`config.mk`:
```
export PLATFORM = sky130hd
export DESIGN_NAME = overlapping_frame_hunter_with_sum_check_flat
export DESIGN_NICKNAME = d
export VERILOG_FILES = /design/src/design/ofh_pkg.sv /design/src/design/ofh_if.sv /design/src/design/ofh_ctrl.sv /design/src/design/ofh_datapath.sv /design/src/design/overlapping_frame_hunter_with_sum_check.sv /design/src/flat_wrapper.sv
export SDC_FILE = /design/constraint.sdc
export NUM_CORES = 1
export LEC_CHECK = 0
export BUFFER_PORTS_ARGS = -buffer_cell sky130_fd_sc_hd__buf_4
export CORE_ASPECT_RATIO = 1.1
export CORE_UTILIZATION = 55
export CTS_BUF_LIST = sky130_fd_sc_hd__clkbuf_2 sky130_fd_sc_hd__clkbuf_4 sky130_fd_sc_hd__clkbuf_8
export CTS_CLUSTER_DIAMETER = 150
export DETAILED_ROUTE_END_ITERATION = 10
export HOLD_SLACK_MARGIN = 0.08
export PLACE_DENSITY_LB_ADDON = 0.12
export SYNTH_ARGS = -nofsm -noshare
export SYNTH_HDL_FRONTEND = slang
export SYNTH_SLANG_ARGS = --single-unit
```
`constraint.sdc`:
```
create_clock -name clock -period 10.7 [get_ports clock]
set_input_delay 0 -clock clock [delete_from_list [all_inputs] [get_ports clock]]
set_output_delay 0 -clock clock [all_outputs]
set_load 0.02 [all_outputs]
```
`src/design/ofh_pkg.sv`:
```
`default_nettype none

package ofh_pkg;

   localparam int BYTE_W   = 8;
   localparam int STATUS_W = 2;
   localparam int HPOS_W   = 9;
   localparam int PROG_W   = 9;

   localparam int MAX_CANDIDATES_DEF = 8;
   localparam int BUFFER_DEPTH_DEF   = 512;
   localparam int MAX_RESULTS        = 8;

   localparam logic [BYTE_W-1:0] HEADER_BYTE   = 8'h55;
   localparam logic [BYTE_W-1:0] MAX_LEN_RESET = 8'hFF;

   localparam logic [PROG_W-1:0] DEST_OFS   = 9'd1;
   localparam logic [PROG_W-1:0] SRC_OFS    = 9'd2;
   localparam logic [PROG_W-1:0] CMD_OFS    = 9'd3;
   localparam logic [PROG_W-1:0] LEN1_OFS   = 9'd4;
   localparam logic [PROG_W-1:0] LEN2_OFS   = 9'd5;
   localparam logic [PROG_W-1:0] CHECK_BASE = 9'd6;

   typedef enum logic [STATUS_W-1:0] {
      FRAME_OK        = 2'd0,
      FRAME_LEN_FAULT = 2'd1,
      FRAME_SUM_FAULT = 2'd2
   } frame_status_type;

   typedef struct packed {
      logic start;
      logic step;
      logic finish;
   } ofh_cmd_type;

   typedef struct packed {
      logic empty;
      logic at_last;
      logic hold;
   } ofh_stat_type;

endpackage

`default_nettype wire

```
`src/design/ofh_if.sv`:
```
`default_nettype none

interface ofh_req_if import ofh_pkg::*; ();
   logic              valid;
   logic              ready;
   logic [BYTE_W-1:0] rx_byte;

   modport source (output valid, output rx_byte, input ready);
   modport sink   (input valid, input rx_byte, output ready);
endinterface

interface ofh_rsp_if import ofh_pkg::*; ();
   logic                valid;
   logic                ready;
   logic [STATUS_W-1:0] frame_status;
   logic [BYTE_W-1:0]   dest_addr;
   logic [BYTE_W-1:0]   source_addr;
   logic [BYTE_W-1:0]   command_code;
   logic [BYTE_W-1:0]   payload_length;
   logic [HPOS_W-1:0]   header_position;
   logic                last_result;

   modport source (
      output valid, output frame_status, output dest_addr, output source_addr,
      output command_code, output payload_length, output header_position,
      output last_result, input ready
   );
   modport sink (
      input valid, input frame_status, input dest_addr, input source_addr,
      input command_code, input payload_length, input header_position,
      input last_result, output ready
   );
endinterface

`default_nettype wire

```
`src/design/ofh_ctrl.sv`:
```
`default_nettype none

module ofh_ctrl import ofh_pkg::*; (
   input  wire logic         clock,
   input  wire logic         reset,
   input  wire logic         req_valid,
   output logic              req_ready,
   input  wire ofh_stat_type stat,
   output ofh_cmd_type       cmd
);

   typedef enum logic [2:0] {
      S_IDLE   = 3'b001,
      S_WALK   = 3'b010,
      S_FINISH = 3'b100
   } state_type;

   state_type state_ff;
   state_type state_in;

   always_comb begin
      state_in   = state_ff;
      req_ready  = 1'b0;
      cmd        = '0;
      unique case (state_ff)
         S_IDLE: begin
            req_ready = 1'b1;
            if (req_valid) begin
               cmd.start = 1'b1;
               state_in  = stat.empty ? S_FINISH : S_WALK;
            end
         end
         S_WALK: begin
            cmd.step = 1'b1;
            if (!stat.hold && stat.at_last) begin
               state_in = S_FINISH;
            end
         end
         S_FINISH: begin
            cmd.finish = 1'b1;
            state_in   = S_IDLE;
         end
         default: begin
            state_in = S_IDLE;
         end
      endcase
   end

   always_ff @(posedge clock) begin
      if (reset) begin
         state_ff <= S_IDLE;
      end else begin
         state_ff <= state_in;
      end
   end

endmodule

`default_nettype wire

```
`src/design/ofh_datapath.sv`:
```
`default_nettype none

module ofh_datapath import ofh_pkg::*; #(
   parameter int MAX_CANDIDATES = MAX_CANDIDATES_DEF,
   parameter int BUFFER_DEPTH   = BUFFER_DEPTH_DEF
) (
   input  wire logic              clock,
   input  wire logic              reset,
   input  wire logic              csr_we,
   input  wire logic [BYTE_W-1:0] csr_wdata,
   input  wire logic [BYTE_W-1:0] rx_byte,
   input  wire ofh_cmd_type       cmd,
   output ofh_stat_type           stat,
   input  wire logic              rsp_ready,
   output logic                   rsp_valid,
   output logic [STATUS_W-1:0]    rsp_frame_status,
   output logic [BYTE_W-1:0]      rsp_dest_addr,
   output logic [BYTE_W-1:0]      rsp_source_addr,
   output logic [BYTE_W-1:0]      rsp_command_code,
   output logic [BYTE_W-1:0]      rsp_payload_length,
   output logic [HPOS_W-1:0]      rsp_header_position,
   output logic                   rsp_last_result
);

   localparam int IW = (MAX_CANDIDATES > 1) ? $clog2(MAX_CANDIDATES) : 1;
   localparam int CW = $clog2(MAX_CANDIDATES + 1);
   localparam int PW = $clog2(BUFFER_DEPTH);
   localparam int RW = $clog2(MAX_RESULTS + 1);

   logic [PROG_W-1:0] prog_ff  [MAX_CANDIDATES];
   logic [BYTE_W-1:0] len1_ff  [MAX_CANDIDATES];
   logic [BYTE_W-1:0] len2_ff  [MAX_CANDIDATES];
   logic [BYTE_W-1:0] sum_ff   [MAX_CANDIDATES];
   logic [BYTE_W-1:0] dest_ff  [MAX_CANDIDATES];
   logic [BYTE_W-1:0] src_ff   [MAX_CANDIDATES];
   logic [BYTE_W-1:0] cmd_ff   [MAX_CANDIDATES];
   logic [PW-1:0]     start_ff [MAX_CANDIDATES];

   logic [PROG_W-1:0] prog_in;
   logic [BYTE_W-1:0] len1_in;
   logic [BYTE_W-1:0] len2_in;
   logic [BYTE_W-1:0] sum_in;
   logic [BYTE_W-1:0] dest_in;
   logic [BYTE_W-1:0] src_in;
   logic [BYTE_W-1:0] cmd_in;
   logic [PW-1:0]     start_in;
   logic              slot_we;

   logic [BYTE_W-1:0]         max_len_ff, max_len_in;
   logic [BYTE_W-1:0]         byte_ff, byte_in;
   logic [PW-1:0]             pos_ff, pos_in;
   logic [CW-1:0]             count_ff, count_in;
   logic [IW-1:0]             idx_ff, idx_in;
   logic [CW-1:0]             wr_ff, wr_in;
   logic [RW-1:0]             nres_ff, nres_in;
   logic [MAX_CANDIDATES-1:0] pend_ff, pend_in, pend_start;

   logic                      out_valid_ff, out_valid_in;
   frame_status_type          out_status_ff, out_status_in;
   logic [BYTE_W-1:0]         out_dest_ff, out_dest_in;
   logic [BYTE_W-1:0]         out_src_ff, out_src_in;
   logic [BYTE_W-1:0]         out_cmd_ff, out_cmd_in;
   logic [BYTE_W-1:0]         out_len_ff, out_len_in;
   logic [HPOS_W-1:0]         out_hpos_ff, out_hpos_in;
   logic                      out_last_ff, out_last_in;

   logic [PROG_W-1:0]      cur_prog;
   logic                   cur_done;
   logic                   emit;
   logic                   out_free;
   logic                   last_now;
   logic [CW:0]            idx_next;
   logic [PW+HPOS_W-1:0]   hpos_wide;
   frame_status_type       cur_status;
   logic                   take_step;

   always_comb begin
      for (int k = 0; k < MAX_CANDIDATES; k++) begin
         pend_start[k] = (CW'(k) < count_ff) &&
                         (prog_ff[k] + 9'd1 == {1'b0, len2_ff[k]} + CHECK_BASE);
      end
   end

   assign cur_prog  = prog_ff[idx_ff] + 9'd1;
   assign cur_done  = (cur_prog == {1'b0, len2_ff[idx_ff]} + CHECK_BASE);
   assign emit      = cur_done && (nres_ff < RW'(MAX_RESULTS));
   assign out_free  = !out_valid_ff || rsp_ready;
   assign idx_next  = (CW + 1)'(idx_ff) + 1'b1;
   assign last_now  = ((pend_ff & ~(MAX_CANDIDATES'(1) << idx_ff)) == '0) ||
                      (nres_ff == RW'(MAX_RESULTS - 1));
   assign hpos_wide = (PW + HPOS_W)'(start_ff[idx_ff]);
   assign take_step = cmd.step && !(emit && !out_free);

   always_comb begin
      if (len1_ff[idx_ff] > max_len_ff || len1_ff[idx_ff] != len2_ff[idx_ff]) begin
         cur_status = FRAME_LEN_FAULT;
      end else if (sum_ff[idx_ff] != byte_ff) begin
         cur_status = FRAME_SUM_FAULT;
      end else begin
         cur_status = FRAME_OK;
      end
   end

   assign stat.empty   = (count_ff == '0);
   assign stat.at_last = (idx_next == {1'b0, count_ff});
   assign stat.hold    = emit && !out_free;

   always_comb begin
      slot_we  = 1'b0;
      prog_in  = cur_prog;
      len1_in  = len1_ff[idx_ff];
      len2_in  = len2_ff[idx_ff];
      sum_in   = (cur_prog != '0) ? sum_ff[idx_ff] + byte_ff : sum_ff[idx_ff];
      dest_in  = dest_ff[idx_ff];
      src_in   = src_ff[idx_ff];
      cmd_in   = cmd_ff[idx_ff];
      start_in = start_ff[idx_ff];
      if (cur_prog == DEST_OFS) begin
         dest_in = byte_ff;
      end
      if (cur_prog == SRC_OFS) begin
         src_in = byte_ff;
      end
      if (cur_prog == CMD_OFS) begin
         cmd_in = byte_ff;
      end
      if (cur_prog == LEN1_OFS) begin
         len1_in = byte_ff;
      end
      if (cur_prog == LEN2_OFS) begin
         len2_in = byte_ff;
      end
      if (take_step && !cur_done) begin
         slot_we = 1'b1;
      end
      if (cmd.finish && byte_ff == HEADER_BYTE && wr_ff < CW'(MAX_CANDIDATES)) begin
         slot_we  = 1'b1;
         prog_in  = '0;
         len1_in  = '0;
         len2_in  = '0;
         sum_in   = '0;
         dest_in  = '0;
         src_in   = '0;
         cmd_in   = '0;
         start_in = pos_ff;
      end
   end

   always_comb begin
      max_len_in    = csr_we ? csr_wdata : max_len_ff;
      byte_in       = byte_ff;
      pos_in        = pos_ff;
      count_in      = count_ff;
      idx_in        = idx_ff;
      wr_in         = wr_ff;
      nres_in       = nres_ff;
      pend_in       = pend_ff;
      out_valid_in  = out_valid_ff && !rsp_ready;
      out_status_in = out_status_ff;
      out_dest_in   = out_dest_ff;
      out_src_in    = out_src_ff;
      out_cmd_in    = out_cmd_ff;
      out_len_in    = out_len_ff;
      out_hpos_in   = out_hpos_ff;
      out_last_in   = out_last_ff;
      if (cmd.start) begin
         byte_in = rx_byte;
         idx_in  = '0;
         wr_in   = '0;
         nres_in = '0;
         pend_in = pend_start;
      end
      if (take_step) begin
         pend_in[idx_ff] = 1'b0;
         idx_in          = idx_next[IW-1:0];
         if (emit) begin
            out_valid_in  = 1'b1;
            out_status_in = cur_status;
            out_dest_in   = dest_ff[idx_ff];
            out_src_in    = src_ff[idx_ff];
            out_cmd_in    = cmd_ff[idx_ff];
            out_len_in    = len1_ff[idx_ff];
            out_hpos_in   = hpos_wide[HPOS_W-1:0];
            out_last_in   = last_now;
            nres_in       = nres_ff + 1'b1;
         end
         if (!cur_done) begin
            wr_in = wr_ff + 1'b1;
         end
      end
      if (cmd.finish) begin
         if (byte_ff == HEADER_BYTE && wr_ff < CW'(MAX_CANDIDATES)) begin
            count_in = wr_ff + 1'b1;
         end else begin
            count_in = wr_ff;
         end
         pos_in = (pos_ff == PW'(BUFFER_DEPTH - 1)) ? '0 : pos_ff + 1'b1;
      end
   end

   always_ff @(posedge clock) begin
      if (slot_we) begin
         prog_ff[wr_ff[IW-1:0]]  <= prog_in;
         len1_ff[wr_ff[IW-1:0]]  <= len1_in;
         len2_ff[wr_ff[IW-1:0]]  <= len2_in;
         sum_ff[wr_ff[IW-1:0]]   <= sum_in;
         dest_ff[wr_ff[IW-1:0]]  <= dest_in;
         src_ff[wr_ff[IW-1:0]]   <= src_in;
         cmd_ff[wr_ff[IW-1:0]]   <= cmd_in;
         start_ff[wr_ff[IW-1:0]] <= start_in;
      end
   end

   always_ff @(posedge clock) begin
      if (reset) begin
         max_len_ff   <= MAX_LEN_RESET;
         pos_ff       <= '0;
         count_ff     <= '0;
         out_valid_ff <= 1'b0;
      end else begin
         max_len_ff   <= max_len_in;
         pos_ff       <= pos_in;
         count_ff     <= count_in;
         out_valid_ff <= out_valid_in;
      end
   end

   always_ff @(posedge clock) begin
      byte_ff       <= byte_in;
      idx_ff        <= idx_in;
      wr_ff         <= wr_in;
      nres_ff       <= nres_in;
      pend_ff       <= pend_in;
      out_status_ff <= out_status_in;
      out_dest_ff   <= out_dest_in;
      out_src_ff    <= out_src_in;
      out_cmd_ff    <= out_cmd_in;
      out_len_ff    <= out_len_in;
      out_hpos_ff   <= out_hpos_in;
      out_last_ff   <= out_last_in;
   end

   assign rsp_valid           = out_valid_ff;
   assign rsp_frame_status    = out_status_ff;
   assign rsp_dest_addr       = out_dest_ff;
   assign rsp_source_addr     = out_src_ff;
   assign rsp_command_code    = out_cmd_ff;
   assign rsp_payload_length  = out_len_ff;
   assign rsp_header_position = out_hpos_ff;
   assign rsp_last_result     = out_last_ff;

endmodule

`default_nettype wire

```
`src/design/overlapping_frame_hunter_with_sum_check.sv`:
```
// Frame hunter for a received byte stream with an additive checksum.
// Each word on the req_ch channel is one received byte. Every header byte
// opens a frame candidate while the table has room, and up to MAX_CANDIDATES
// candidates are tracked at once in age order. Each word on the rsp_ch
// channel reports one completed frame: its status, header fields and header
// position; the last report caused by a byte carries last_result.
// The csr port writes the largest accepted payload length; the user must
// write it only while the block is idle, which the block does not enforce.
// A byte is handled in steps: it is accepted, the single slot update unit
// walks the candidate table oldest first, candidate by candidate, and a
// final step appends a new candidate and closes the byte. The next byte is
// accepted only after that final step.
// A report is loaded into the output register in the cycle after its
// candidate is visited.
// When the receiver stalls with a report still held, the walk stops at the
// next completing candidate until the register frees.
// Reset clears the candidate table, the receive position and the output,
// and sets the length limit to 255.
`default_nettype none

module overlapping_frame_hunter_with_sum_check import ofh_pkg::*; #(
   parameter int MAX_CANDIDATES = MAX_CANDIDATES_DEF,
   parameter int BUFFER_DEPTH   = BUFFER_DEPTH_DEF
) (
   input  wire logic              clock,
   input  wire logic              reset,
   input  wire logic              csr_we,
   input  wire logic [BYTE_W-1:0] csr_wdata,
   ofh_req_if.sink                req_ch,
   ofh_rsp_if.source              rsp_ch
);

   ofh_cmd_type  cmd;
   ofh_stat_type stat;
   logic         req_ready;

   ofh_ctrl u_ctrl (
      .clock     (clock),
      .reset     (reset),
      .req_valid (req_ch.valid),
      .req_ready (req_ready),
      .stat      (stat),
      .cmd       (cmd)
   );

   ofh_datapath #(
      .MAX_CANDIDATES (MAX_CANDIDATES),
      .BUFFER_DEPTH   (BUFFER_DEPTH)
   ) u_datapath (
      .clock               (clock),
      .reset               (reset),
      .csr_we              (csr_we),
      .csr_wdata           (csr_wdata),
      .rx_byte             (req_ch.rx_byte),
      .cmd                 (cmd),
      .stat                (stat),
      .rsp_ready           (rsp_ch.ready),
      .rsp_valid           (rsp_ch.valid),
      .rsp_frame_status    (rsp_ch.frame_status),
      .rsp_dest_addr       (rsp_ch.dest_addr),
      .rsp_source_addr     (rsp_ch.source_addr),
      .rsp_command_code    (rsp_ch.command_code),
      .rsp_payload_length  (rsp_ch.payload_length),
      .rsp_header_position (rsp_ch.header_position),
      .rsp_last_result     (rsp_ch.last_result)
   );

   assign req_ch.ready = req_ready;

endmodule

`default_nettype wire

```
`src/flat_wrapper.sv`:
```
// flat-port wrapper written by rule: the top's interface ports become plain ports
module overlapping_frame_hunter_with_sum_check_flat import ofh_pkg::*;
#(
   parameter int MAX_CANDIDATES = MAX_CANDIDATES_DEF,
   parameter int BUFFER_DEPTH   = BUFFER_DEPTH_DEF
)
  (clock, reset, csr_we, csr_wdata, req_ch_valid, req_ch_rx_byte, req_ch_ready, rsp_ch_valid, rsp_ch_frame_status, rsp_ch_dest_addr, rsp_ch_source_addr, rsp_ch_command_code, rsp_ch_payload_length, rsp_ch_header_position, rsp_ch_last_result, rsp_ch_ready);
  ofh_req_if req_ch_i ();
  ofh_rsp_if rsp_ch_i ();
  input  wire logic clock;
  input  wire logic reset;
  input  wire logic csr_we;
  input  wire logic [BYTE_W-1:0] csr_wdata;
  input wire logic [$bits(req_ch_i.valid)-1:0] req_ch_valid;
  input wire logic [$bits(req_ch_i.rx_byte)-1:0] req_ch_rx_byte;
  output wire logic [$bits(req_ch_i.ready)-1:0] req_ch_ready;
  output wire logic [$bits(rsp_ch_i.valid)-1:0] rsp_ch_valid;
  output wire logic [$bits(rsp_ch_i.frame_status)-1:0] rsp_ch_frame_status;
  output wire logic [$bits(rsp_ch_i.dest_addr)-1:0] rsp_ch_dest_addr;
  output wire logic [$bits(rsp_ch_i.source_addr)-1:0] rsp_ch_source_addr;
  output wire logic [$bits(rsp_ch_i.command_code)-1:0] rsp_ch_command_code;
  output wire logic [$bits(rsp_ch_i.payload_length)-1:0] rsp_ch_payload_length;
  output wire logic [$bits(rsp_ch_i.header_position)-1:0] rsp_ch_header_position;
  output wire logic [$bits(rsp_ch_i.last_result)-1:0] rsp_ch_last_result;
  input wire logic [$bits(rsp_ch_i.ready)-1:0] rsp_ch_ready;
  assign req_ch_i.valid = req_ch_valid;
  assign req_ch_i.rx_byte = req_ch_rx_byte;
  assign req_ch_ready = req_ch_i.ready;
  assign rsp_ch_valid = rsp_ch_i.valid;
  assign rsp_ch_frame_status = rsp_ch_i.frame_status;
  assign rsp_ch_dest_addr = rsp_ch_i.dest_addr;
  assign rsp_ch_source_addr = rsp_ch_i.source_addr;
  assign rsp_ch_command_code = rsp_ch_i.command_code;
  assign rsp_ch_payload_length = rsp_ch_i.payload_length;
  assign rsp_ch_header_position = rsp_ch_i.header_position;
  assign rsp_ch_last_result = rsp_ch_i.last_result;
  assign rsp_ch_i.ready = rsp_ch_ready;
  overlapping_frame_hunter_with_sum_check #(.MAX_CANDIDATES(MAX_CANDIDATES), .BUFFER_DEPTH(BUFFER_DEPTH)) u_core (.clock(clock), .reset(reset), .csr_we(csr_we), .csr_wdata(csr_wdata), .req_ch(req_ch_i), .rsp_ch(rsp_ch_i));
endmodule
```
==> run metrics, run 1 <==
Num CTS Buffers=slightly below 100; Worst-Margin Slew=between 1000 and 1500 ps; Seq/Total Area, Yosys=64.7%; fin crit period=between 6000 and 7000 ps; vias in the first global route=16.6k; # port buffers=66; reg2reg end=u_core.u_datapath.start_ff[3][3]; Post-synth top cells=edfxtp_1, xnor2_1, mux4_2; status=finished clean; final worst-path cycle share=between 60% and 70%; Hold Slack=155 ps; Storage cell area=18400 µm²; Synth top area share=between 60% and 70%; clock skew=41.3 ps; Post-synth EDFFs=583; DR WL/cell=26.5 µm; die width=between 200 and 250 µm; layout cells sized above 1=a little over a fifth; 1st-iter DRT viols=1616; Initial Util=55.5%; RSZ-0062 raised after global routing=false; area of the mapped netlist=between 20000 and 30000 µm²; Syn Area/Cell=~16 µm²; Critical Path Start Type=flop; core footprint=51200 µm²; die area=approximately 53000 µm²; multi-input logic area=roughly 9600 µm²; total power=5.72 mW; dpl ws=between 4000 and 5000 ps; Clock Latency Late Sink=about 700 ps; hold path start=reset; Fmax achieved=approximately 150 MHz; design area=32100 µm²; GRT overflow=0; largest cells by area after synthesis=edfxtp_1, mux4_2, xnor2_1, dfxtp_1, mux2_2; Layout Utilization=62.8%; Nets=just over 2k; worst setup margin=about 4200 ps; Antenna Nets Post-Route=0; largest net degree at the start of global routing=58; required time worst endpoint=between 10000 and 15000 ps; detailed placer's ending HPWL=46500 µm; post-DR vias/cell=roughly 6.2; final count of hold timing violations=0; routability cong.=approximately 0.93; crit end category=flop; top cell type by total area after synthesis=edfxtp_1; CTS tree=built; post-synthesis cell type count=75; die height=240 µm; drt total wl=between 70000 and 80000 µm; first-pass GRT wire length=between 100000 and 150000 µm; slowest CP cell=nor4bb_4; largest stage delay on the critical path=1120 ps; Max VDD drop=~120 µV; Mapped Cells=between 1.5k and 2k; Syn-to-layout area delta=13.1%; top-count cell post-synth=edfxtp_1; Power Density=about 180 nW/µm²; final std cells w/o fill=2716; CTS Root Cell=clkbuf_8; Cell Chain, Critical Path=buf_4 > mux4_2 > mux2i_1 > inv_2 > ha_1 > xor2_1 > a21oi_1 > and4bb_1 > nand4bb_2 > a21oi_2 > nor4bb_4 > buf_4; hold crit path type=in2reg; Setup crit end=u_core.u_datapath.start_ff[3][3]; Ys Warns=0; max_cap viols=0; Fill cells=about 3.8k; Final setup viols=0; initial antenna violation count=2; top_reg_cell synth=edfxtp_1; DRT Pass-1 Iters=5; CTS Buffer Depth=3; Leak Pwr=roughly 11 nW; Sink Count=627; Syn Nets=approximately 1.9k; FFs w/ async S/R, synth=0%; CP most frequent cell=buf_4; vias=~17k; num rows=87; Overall Global Routing Usage=28.1%; Max Slew Vio Count=0; I/O pin count=between 60 and 70; setup TNS=0 ps; Crit Path Class=reg2reg; crit path DAT=slightly below 7000 ps; setup slack, reg-to-reg=between 4000 and 5000 ps; placed insts=~2.5k; htree depth=3; worst r2r path cells=12; Slew HR=between 4 and 5%; # DRC=0; cell area after placement=between 20000 and 30000 µm²; CTS clk-pin slew, worst paths=about 70 ps; Worst Path Max Fanout=49; #FFs+latches synth=about 630
[state kept, by name, summed over array words and instances (netlist names), 9 cells and up, named ones only]
name and count:
u_core.u_datapath.pos_ff 9, u_core.u_datapath.sum_ff 64, u_core.u_datapath.dest_ff 64, u_core.u_datapath.len1_ff 64
u_core.u_datapath.len2_ff 64, u_core.u_datapath.start_ff 72, u_core.u_datapath.prog_ff 72, u_core.u_datapath.cmd_ff 64
u_core.u_datapath.src_ff 64, u_core.u_datapath.rsp_header_position 9
[layout by cell type, fill, tap and decap left out, drive strengths merged, types with 47 or more instances in the layout]
cell type	netlist	final
edfxtp	583	583
xnor2	131	131
mux4	124	124
clkbuf	40	120
nand2	100	100
buf	26	99
nor2	97	97
mux2	60	60
nand3	58	58
a21oi	57	57
inv	50	53
mux2i	51	51
dlygate4sd3	0	48
xor2	47	47
ha	47	47
[per-layer routing]
layer / track usage (%) / up-vias / routed length [µm]
met5: 0 / - / 0
met4: 11.5 / 0 / 2520
met3: 4.74 / 128 / 5470
met2: 43.6 / 680 / 33800
met1: 39.7 / 8553 / 30100
li1: - / 7388 / -
[critical path: cells and delay by family (launching register included)]
kind	cells	cell delay (ps)
buf+inv	3	1690
simple gates	3	1680
mux	2	910
flops	1	630
xor+xnor	1	500
compound gates	2	410
fa+ha+maj	1	260
[where the power goes]
group	switching [mW]	internal (mW)	leakage, nW
Sequential	0.0468	2.85	5.61
Combinational	0.507	0.317	4.04
Clock	0.933	1.06	1.00
[logic make-up after synthesis]
kind of cell             after synthesis  share of synthesized area, %
AO/OA/AOI/OAI                        199                          4.65
XOR/XNOR                             180                          5.65
adder cells (fa/ha/maj)               48                          2.14
buffers and inverters                116                          1.92
flip-flops                           627                          64.7
multiplexers                         235                          14.2
AND/OR/NAND/NOR                      387                          6.76
[layout make-up]
class	instances	share of cell area [%]
Antenna cell	1	0.00779
Clock buffer	120	4.75
Clock inverter	55	1.23
Inverter	50	0.584
Multi-Input combinational cell	1049	29.7
Sequential cell	627	57.3
Tap cell	667	2.60
Timing Repair Buffer	147	3.81
[timing repair]
action                                 4_1_cts  5_1_grt
resized for setup                            0        0
buffers inserted                             0        0
hold buffers                                48        0
setup endpoints to repair                    0        0
endpoints found under the hold margin       49        0
[how the worst min path moves through the flow]
stage / end / slack, ps / cells after the start
floorplan: u_core.u_datapath.count_ff[1] / 70 / 1
global placement: u_core.u_datapath.byte_ff[1] / 180 / 1
detailed placement: u_core.u_datapath.byte_ff[1] / 180 / 1
CTS: u_core.u_datapath.pos_ff[8] / 100 / 3
global route: u_core.u_datapath.count_ff[1] / 150 / 3
finish: u_core.u_datapath.pos_ff[8] / 150 / 3
(Power assumes the default switching activity.)
==> run 2, diff against run 1 <==
- ABC_AREA: unset -> 1
- clock period: 10.7 -> 5.8 ns (I/O delays scaled with it)
==> run 2 against run 1 <==
Clock power increased by 94%. Utilization increased by 0.44 points. Hold slack improved by 7.7 ps. Count of clock-buffer cells in the layout increased by 29. Sequential power increased by 89%. Fmax increased by 33%. Cell area increased by 3.4%.
==> run metrics, run 2 <==
clock skew=50.5 ps (+9.27 ps); Ys Warns=0 (unchanged); RSZ-0062 raised after global routing=false; Mapped Cells=2739 (+53%); Syn Area/Cell=10.7 µm² (-33%); routability cong.=0.984 (+6.3%); top-count cell post-synth=edfxtp_1; largest cells by area after synthesis=edfxtp_1, nand2_1, nor2_1, o21ai_0, xor2_1; Antenna Nets Post-Route=0 (unchanged); PostCTS Resize Cnt=0 (unchanged); die width=222 µm (+1.5%); slowest CP cell=dfxtp_4; final count of hold timing violations=0 (unchanged); Max Slew Vio Count=0 (unchanged); Initial Util=55.8% (+0.22 points); commonest non-fill, non-tap cells in the layout=edfxtp_1, nand2_1, nor2_1; worst r2r path cells=16 (+4); #FFs+latches synth=627 (unchanged); largest net degree at the start of global routing=158 (+170%); Seq/Total Area, Yosys=62.8% (-1.9 points); final worst-path cycle share=84.4% (+23 points); Hold Slack=162 ps (+7.72 ps); status=finished clean; CTS clk-pin slew, worst paths=70 ps (about the same); drt total wl=82000 µm (+14%); crit path DAT=5280 ps (-1540 ps); DRT Pass-1 Iters=5 (unchanged); num rows=88 (+1.1%); post-synthesis cell type count=57 (-24%); Post-synth EDFFs=583 (unchanged); crit end category=flop; Critical Path Start Type=flop; # port buffers=66 (unchanged); Worst Path Max Fanout=157 (+220%); Clock Latency Late Sink=720 ps (+20 ps); Sink Count=627 (unchanged); top cell type by total area after synthesis=edfxtp_1; commonest non-fill, non-tap cell in the layout=edfxtp_1; Syn Nets=2808 (+51%); top_reg_cell synth=edfxtp_1; CTS Buffer Depth=3 (unchanged); Power Density=349 nW/µm² (+96%); Synth top area share=59.8% (-1.8 points); setup TNS=0 ps (unchanged); Fmax achieved=204 MHz (+33%); Leak Pwr=12.5 nW (+17%); largest stage delay on the critical path=730 ps (-390 ps); required time worst endpoint=6190 ps (-4810 ps); hold path start=csr_we; Max VDD drop=210 µV (+68%); die area=54200 µm² (+3.0%); CP most frequent cell=a21oi_1; Post-synth top cells=edfxtp_1, nand2_1, nor2_1; Cell Chain, Critical Path=buf_12 > buf_4 > o21ai_0 > o22ai_1 > nor2_1 > a31oi_1 > ha_1 > a21oi_1 > nand2_1 > a21oi_1 > o21bai_1 > nand2_1 > nand2_1 > a21oi_1 > xor2_1 > a21oi_1; Crit Path Class=reg2reg; hold path depth=3 (unchanged); hold crit path type=in2reg; Nets=2955 (+45%); initial antenna violation count=1 (-1); die height=244 µm (+1.5%); htree depth=3 (unchanged); Slew HR=32.1% (+28 points); DR WL/cell=22.5 µm (-15%); Hold EP=u_core.u_datapath.max_len_ff[0]; # DRC=0 (unchanged); Overall Global Routing Usage=30.3% (+2.2 points); Final setup viols=0 (unchanged); Num CTS Buffers=98 (-1.0%); post-DR vias/cell=5.83 (-5.4%); FFs w/ async S/R, synth=0% (unchanged); max_cap viols=0 (unchanged); setup slack, reg-to-reg=910 ps (-3280 ps); CTS Root Cell=clkbuf_8; CTS tree=built; I/O pin count=67 (unchanged); Worst-Margin Slew=1020 ps (-410 ps); area of the mapped netlist=29300 µm² (+3.1%); fin crit period=4890 ps (-1620 ps); detailed placer's ending HPWL=52000 µm (+12%); vias=21.3k (+27%); core footprint=52500 µm² (+2.7%); Syn-to-layout area delta=13.4%; 1st-iter DRT viols=2093 (+30%); first-pass GRT wire length=124000 µm (+16%); GRT overflow=0 (unchanged); vias in the first global route=21.0k (+27%); reg2reg end=u_core.u_datapath.sum_ff[5][7]; layout cells sized above 1=12.2% (-9.8 points)
## run 2: cell type report
type | count | area (µm²)
inverter | 250 | 948
multi-input combinational | 1736 | 9390
sequential | 627 | 18400
clock buffer | 149 | 1840
antenna | 1 | 2.50
timing repair buffer | 173 | 1550
tap | 675 | 845
clock inverter | 34 | 233
fill | 4093 | 19300
## run 2: kinds of logic after synthesis
logic type | count (synthesis) | share of synthesized area [%]
AO/OA/AOI/OAI | 557 | 10.7
adder cells (fa/ha/maj) | 48 | 2.08
buffers and inverters | 376 | 5.43
XOR/XNOR | 169 | 5.08
flip-flops | 627 | 62.8
AND/OR/NAND/NOR | 962 | 13.9
## run 2: critical path, delay by kind of cell (launching register included)
kind	cells	cell delay, ps
adder cells (fa/ha/maj)	1	320
flip-flops	1	730
buffers and inverters	2	1250
AO/OA/AOI/OAI	8	1740
AND/OR/NAND/NOR	4	270
XOR/XNOR	1	90
## run 2: what timing repair did
item | CTS | global route
setup buffers | 0 | 0
hold endpoints to repair | 41 | 0
setup endpoints to repair | 0 | 0
hold buffers | 52 | 0
## run 2: layer usage
layer	GRT usage, %	wire (µm)	vias up
met4	14.2	3530	0
met3	3.74	4640	192
li1	-	-	9862
met2	51.5	40600	819
met1	38.9	33300	10400
met5	0	0	-
## run 2: report_power, final
group	switching, mW	internal (mW)	total, mW
Combinational	1.66	0.605	2.27
Sequential	0.0767	5.39	5.46
Clock	1.76	2.12	3.88
Total	3.49	8.11	11.6
## run 2: worst max-delay path by stage
stage | cells after the start | start | slack, ps | end
after floorplan | 22 | flop | 120 | u_core.u_datapath.cmd_ff[2][0]
after global placement | 13 | flop | 1180 | u_core.u_datapath.sum_ff[4][6]
after detailed placement | 13 | flop | 1000 | u_core.u_datapath.sum_ff[4][6]
after CTS | 13 | flop | 970 | u_core.u_datapath.sum_ff[2][6]
after global routing | 13 | flop | 480 | u_core.u_datapath.sum_ff[2][6]
final | 16 | flop | 910 | u_core.u_datapath.sum_ff[5][7]
## run 2: metrics by stage
stage                     setup WS [ps]  instance area (µm²)  power [mW]  utilization, %  instances
after floorplan                     116                29300        6.94               -       2739
after global placement             1180                30600        7.70            58.3       3409
after detailed placement           1000                30600        7.74            58.3       3409
after CTS                           975                33200        11.6            63.2       3644
after global routing                482                33200        12.0            63.2       3645
final                               906                33200        11.6            63.2       3645
